**src/design/sid_pkg.sv**
```systemverilog
// Shared types and constants for the sharded ID register.
package sid_pkg;

    // First ID bit that feeds the shard select
    localparam int ID_SHIFT = 32;
    localparam int SLOT_W   = 8;
    localparam int CFG_W    = 3;

    // Register indexes on the configuration port (index = paddr[2])
    localparam logic REG_SHARD_BITS = 1'b0;

    typedef enum logic [2:0] {
        ST_FOUND      = 3'd0,
        ST_ADDED      = 3'd1,
        ST_NOT_FOUND  = 3'd2,
        ST_STORE_FULL = 3'd3,
        ST_SHARD_FULL = 3'd4
    } t_status;

    typedef enum logic [3:0] {
        S_IDLE,
        S_SCAN,
        S_ORD,
        S_CMP,
        S_DECIDE,
        S_SHIFT,
        S_SHW,
        S_INS,
        S_DONE
    } t_state;

    // Commands from the controller to the datapath
    typedef struct packed {
        logic    latch;
        logic    ord_rd;
        logic    st_rd;
        logic    cmp_step;
        logic    ins_setup;
        logic    shift_rd;
        logic    shift_wr;
        logic    ins_wr;
        logic    res_set;
        t_status res_code;
        logic    out_load;
    } t_dp_cmd;

    // Status from the datapath to the controller
    typedef struct packed {
        logic scan_end;
        logic id_eq;
        logic id_gt;
        logic store_full;
        logic shard_full;
        logic shift_done;
        logic is_insert;
        logic out_free;
    } t_dp_sts;

endpackage

```
**src/design/sid_ctrl.sv**
```systemverilog
// Sequencer for search, sorted insert and result hand-off.
module sid_ctrl
    import sid_pkg::*;
(
    input  logic    i_clk,
    input  logic    i_rst_n,
    input  logic    i_in_valid,
    output logic    o_in_ready,
    input  t_dp_sts i_sts,
    output t_dp_cmd o_cmd
);

    t_state r_state;
    t_state n_state;

    always_ff @(posedge i_clk) begin
        if (!i_rst_n) begin
            r_state <= S_IDLE;
        end else begin
            r_state <= n_state;
        end
    end

    always_comb begin
        n_state = r_state;
        unique case (r_state)
            S_IDLE: begin
                if (i_in_valid) begin
                    n_state = S_SCAN;
                end
            end
            S_SCAN: begin
                n_state = i_sts.scan_end ? S_DECIDE : S_ORD;
            end
            S_ORD: begin
                n_state = S_CMP;
            end
            S_CMP: begin
                if (i_sts.id_eq) begin
                    n_state = S_DONE;
                end else if (i_sts.id_gt) begin
                    n_state = S_DECIDE;
                end else begin
                    n_state = S_SCAN;
                end
            end
            S_DECIDE: begin
                if (i_sts.is_insert && !i_sts.store_full && !i_sts.shard_full) begin
                    n_state = S_SHIFT;
                end else begin
                    n_state = S_DONE;
                end
            end
            S_SHIFT: begin
                n_state = i_sts.shift_done ? S_INS : S_SHW;
            end
            S_SHW: begin
                n_state = S_SHIFT;
            end
            S_INS: begin
                n_state = S_DONE;
            end
            S_DONE: begin
                if (i_sts.out_free) begin
                    n_state = S_IDLE;
                end
            end
            default: begin
                n_state = S_IDLE;
            end
        endcase
    end

    always_comb begin
        o_cmd      = '0;
        o_cmd.res_code = ST_FOUND;
        o_in_ready = 1'b0;
        unique case (r_state)
            S_IDLE: begin
                o_in_ready  = 1'b1;
                o_cmd.latch = i_in_valid;
            end
            S_SCAN: begin
                o_cmd.ord_rd = !i_sts.scan_end;
            end
            S_ORD: begin
                o_cmd.st_rd = 1'b1;
            end
            S_CMP: begin
                if (i_sts.id_eq) begin
                    o_cmd.res_set  = 1'b1;
                    o_cmd.res_code = ST_FOUND;
                end else if (!i_sts.id_gt) begin
                    o_cmd.cmp_step = 1'b1;
                end
            end
            S_DECIDE: begin
                if (!i_sts.is_insert) begin
                    o_cmd.res_set  = 1'b1;
                    o_cmd.res_code = ST_NOT_FOUND;
                end else if (i_sts.store_full) begin
                    o_cmd.res_set  = 1'b1;
                    o_cmd.res_code = ST_STORE_FULL;
                end else if (i_sts.shard_full) begin
                    o_cmd.res_set  = 1'b1;
                    o_cmd.res_code = ST_SHARD_FULL;
                end else begin
                    o_cmd.ins_setup = 1'b1;
                end
            end
            S_SHIFT: begin
                o_cmd.shift_rd = !i_sts.shift_done;
            end
            S_SHW: begin
                o_cmd.shift_wr = 1'b1;
            end
            S_INS: begin
                o_cmd.ins_wr   = 1'b1;
                o_cmd.res_set  = 1'b1;
                o_cmd.res_code = ST_ADDED;
            end
            S_DONE: begin
                o_cmd.out_load = i_sts.out_free;
            end
            default: begin
                o_in_ready = 1'b0;
            end
        endcase
    end

endmodule

```
**config.mk**
```make
export PLATFORM = sky130hd
export DESIGN_NAME = sid_ctrl
export DESIGN_NICKNAME = d
export VERILOG_FILES = /design/src/design/sid_pkg.sv /design/src/design/sid_ctrl.sv
export SDC_FILE = /design/constraint.sdc
export NUM_CORES = 1
export LEC_CHECK = 0
export ABC_AREA = 1
export BUFFER_PORTS_ARGS = -buffer_cell sky130_fd_sc_hd__buf_2
export CORE_AREA = 3 3 40 42
export DETAILED_ROUTE_END_ITERATION = 10
export DIE_AREA = 0 0 43 45
export PLACE_DENSITY_LB_ADDON = 0.12
export SYNTH_ARGS = -nofsm -noshare
export SYNTH_HDL_FRONTEND = slang
export SYNTH_SLANG_ARGS = --single-unit
```
**constraint.sdc**
```tcl
create_clock -name i_clk -period 2.3 [get_ports i_clk]
set_clock_uncertainty 0.1 [all_clocks]
set_input_delay 0.69 -clock i_clk [delete_from_list [all_inputs] [get_ports i_clk]]
set_output_delay 0.69 -clock i_clk [all_outputs]
set_load 0.005 [all_outputs]
```
==> flow_metrics.py <==
metrics = {
    "outcome": {
        "status": "finished clean",
    },
    "yosys": {
        "synthXorXnorAreaFrac": 0,
        "seq_area_frac_synth": 0.202,
        "synth_cell_types": 18,
        "synth.area.mux_share": 0,
        "syn_area_per_cell_um2": 5.43,
        "synthCells": 73,
        "synth_area_um2": 397,
        "synth_nets": 84,
        "synth_top_family_by_area": "simple AND/OR/NAND/NOR gates",
        "synth-compound-area-share": 0.0946,
        "synth_warnings": 0,
        "ys_ff_latch": 4,
        "synthSimpleGateAreaFrac": 0.524,
        "synthAdderAreaFrac": 0,
    },
    "timing": {
        "rsz0062_at_grt": "no",
        "worst_pin_slew_ns": 0.284,
        "drv_slew": 0,
        "finalWorstSetupSlack_ns": 0.174,
        "slew-limit-headroom": 0.810,
        "fin_crit_sh": 0.924,
        "hold_viol_final": 0,
        "finalCriticalPeriod_ns": 2.13,
        "finalHoldWorstSlack_ns": 0.519,
        "tns_ns": 0,
        "fmax_ghz": 0.470,
        "setup_violations": 0,
    },
    "drt": {
        "drt_wl_total_um": 1030,
        "first_iter_violations": 6,
        "antenna_left": 0,
        "drc": 0,
        "detail_route.wl_per_cell_um": 8.94,
        "vias": 504,
        "vias_per_cell": 4.38,
        "drtPass1Iterations": 4,
    },
    "placed_design": {
        "pre_cts_slack_ns": 0.171,
        "hpwl_um": 871,
        "gp_congestion": 0.780,
        "port-buffer-count": 24,
        "dpl-instance-area_um2": 536,
    },
    "cells_and_area": {
        "seq_area_um2": 80.1,
        "fin_nets": 113,
        "final_area_um2": 558,
        "synthToLayoutAreaGrowth_pct": 40.7,
        "layout-drive-gt1-share": 0.370,
        "n_antenna_cell": 0,
        "largest_reg_flops": 4,
        "nFillCells": 156,
        "top_register": "r_state",
        "reg.largest.list": "r_state: 4 flops",
        "multi_input_area_um2": 245,
    },
    "global_route": {
        "grt.total_usage": 0.117,
        "grt_max_degree": 7,
        "grt_pass1_vias": 456,
        "grt_pass1_wl_um": 1730,
        "overflow": 0,
        "antenna_found_initial": 0,
    },
    "critical_path": {
        "cp.required_ns": 1.51,
        "reg2regPathDepth": 6,
        "arrival_ns": 1.34,
        "cp_max_fo": 3,
        "r2r_slack_ns": 1.01,
        "worstSetupStartpointType": "input pin",
        "endpoint_kind": "primary output",
        "crit_type": "input pin to primary output",
    },
    "clocking": {
        "cts_tree": "built",
        "cts_resized": 0,
        "clock_sinks": 4,
        "cts_max_level": 1,
        "cts.path.max_buffers": 2,
        "cts-buffers-inserted": 3,
        "holdBufCountCts": 0,
        "clock_insertion_delay_worst_skew_ns": 0.24,
        "post_cts_buffers": 0,
        "ctsRootBufferMaster": "clkbuf_4",
        "clk_pin_slew_worst_paths_ns": 0.04,
    },
    "worst_hold_path": {
        "hold_path_depth": 4,
        "hold_path_class": "flop to flop",
    },
    "die": {
        "die-area_mm2": 0.00194,
        "die_w_um": 43,
        "ios": 25,
        "coreArea_mm2": 0.00128,
        "row_count": 13,
        "die_h_um": 45,
        "start_util": 0.309,
    },
    "power": {
        "peakVddDrop_v": 0.000325,
        "powerDensity_mw_per_mm2": 584,
        "p_leak_nw": 0.374,
        "finalPower_mw": 0.326,
    },
    "job": {
        "maxCapViolCount": 0,
    },
}
==> worst paths after layout <==
kind                                 start    endpoint
worst max-delay path              i_sts[6]    o_cmd[9]
worst min-delay path            r_state[1]  r_state[1]
worst max register to register  r_state[3]  r_state[0]
worst min register to register  r_state[1]  r_state[1]
==> synth_stat cells (all sizes together) <==
master  count  area share
nand4       1       0.016
inv        19        0.18
a31o        1       0.022
o21ai       2       0.025
a21oi       1       0.013
nand3       4       0.050
nor3        2       0.025
nor2       16        0.21
nand2      19        0.19
dfxtp       4        0.20
a31oi       1       0.016
o211ai      1       0.019
or2         2       0.032
==> layer usage <==
layer | share of wire | wire (um) | GRT usage
met1 | 0.47 | 488 | 0.145
met2 | 0.43 | 443 | 0.186
met3 | 0.093 | 96 | 0.0478
met4 | 0 | 0 | 0.0361
met5 | 0 | 0 | 0
==> placed cells by master (no fill, tap or decap), types with 3 or more instances in the layout <==
master    count
buf_2        24
inv_1        18
nand2_1      17
nor2_1       11
nand3_1       4
dfxtp_1       4
nor2_2        3
clkbuf_4      3
==> worst max-delay path, cell delays in order <==
cell and delay, ns:
buf_2 0.11, or2_2 0.30, nor2_2 0.12, buf_2 0.12
==> kinds of logic (layout without fill, tap and decap cells) <==
family / Yosys count / count (layout)
buffers and inverters: 19 / 46
DFF: 4 / 4
AOI/OAI and AO/OA: 6 / 6
and+or+nand+nor: 44 / 44
==> layout make-up <==
class / instances / area share
flip-flops and latches: 4 / 0.143
repair buffers: 24 / 0.215
inverters: 19 / 0.128
well taps: 15 / 0.0336
multi-input cells: 50 / 0.439
clock buffers: 3 / 0.0404
==> where the power goes <==
group / internal (mW) / total [mW] / switching, mW
clock network: 0.0585 / 0.0886 / 0.0301
registers: 0.0810 / 0.0936 / 0.0126
logic: 0.0570 / 0.144 / 0.0868
==> per-stage QoR <==
stage,util,std cells
after floorplan,-,73
after detailed placement,0.417,112
after global routing,0.434,115
final,0.434,115
after CTS,0.434,115
after global placement,0.417,112
(Power assumes the default switching activity.)
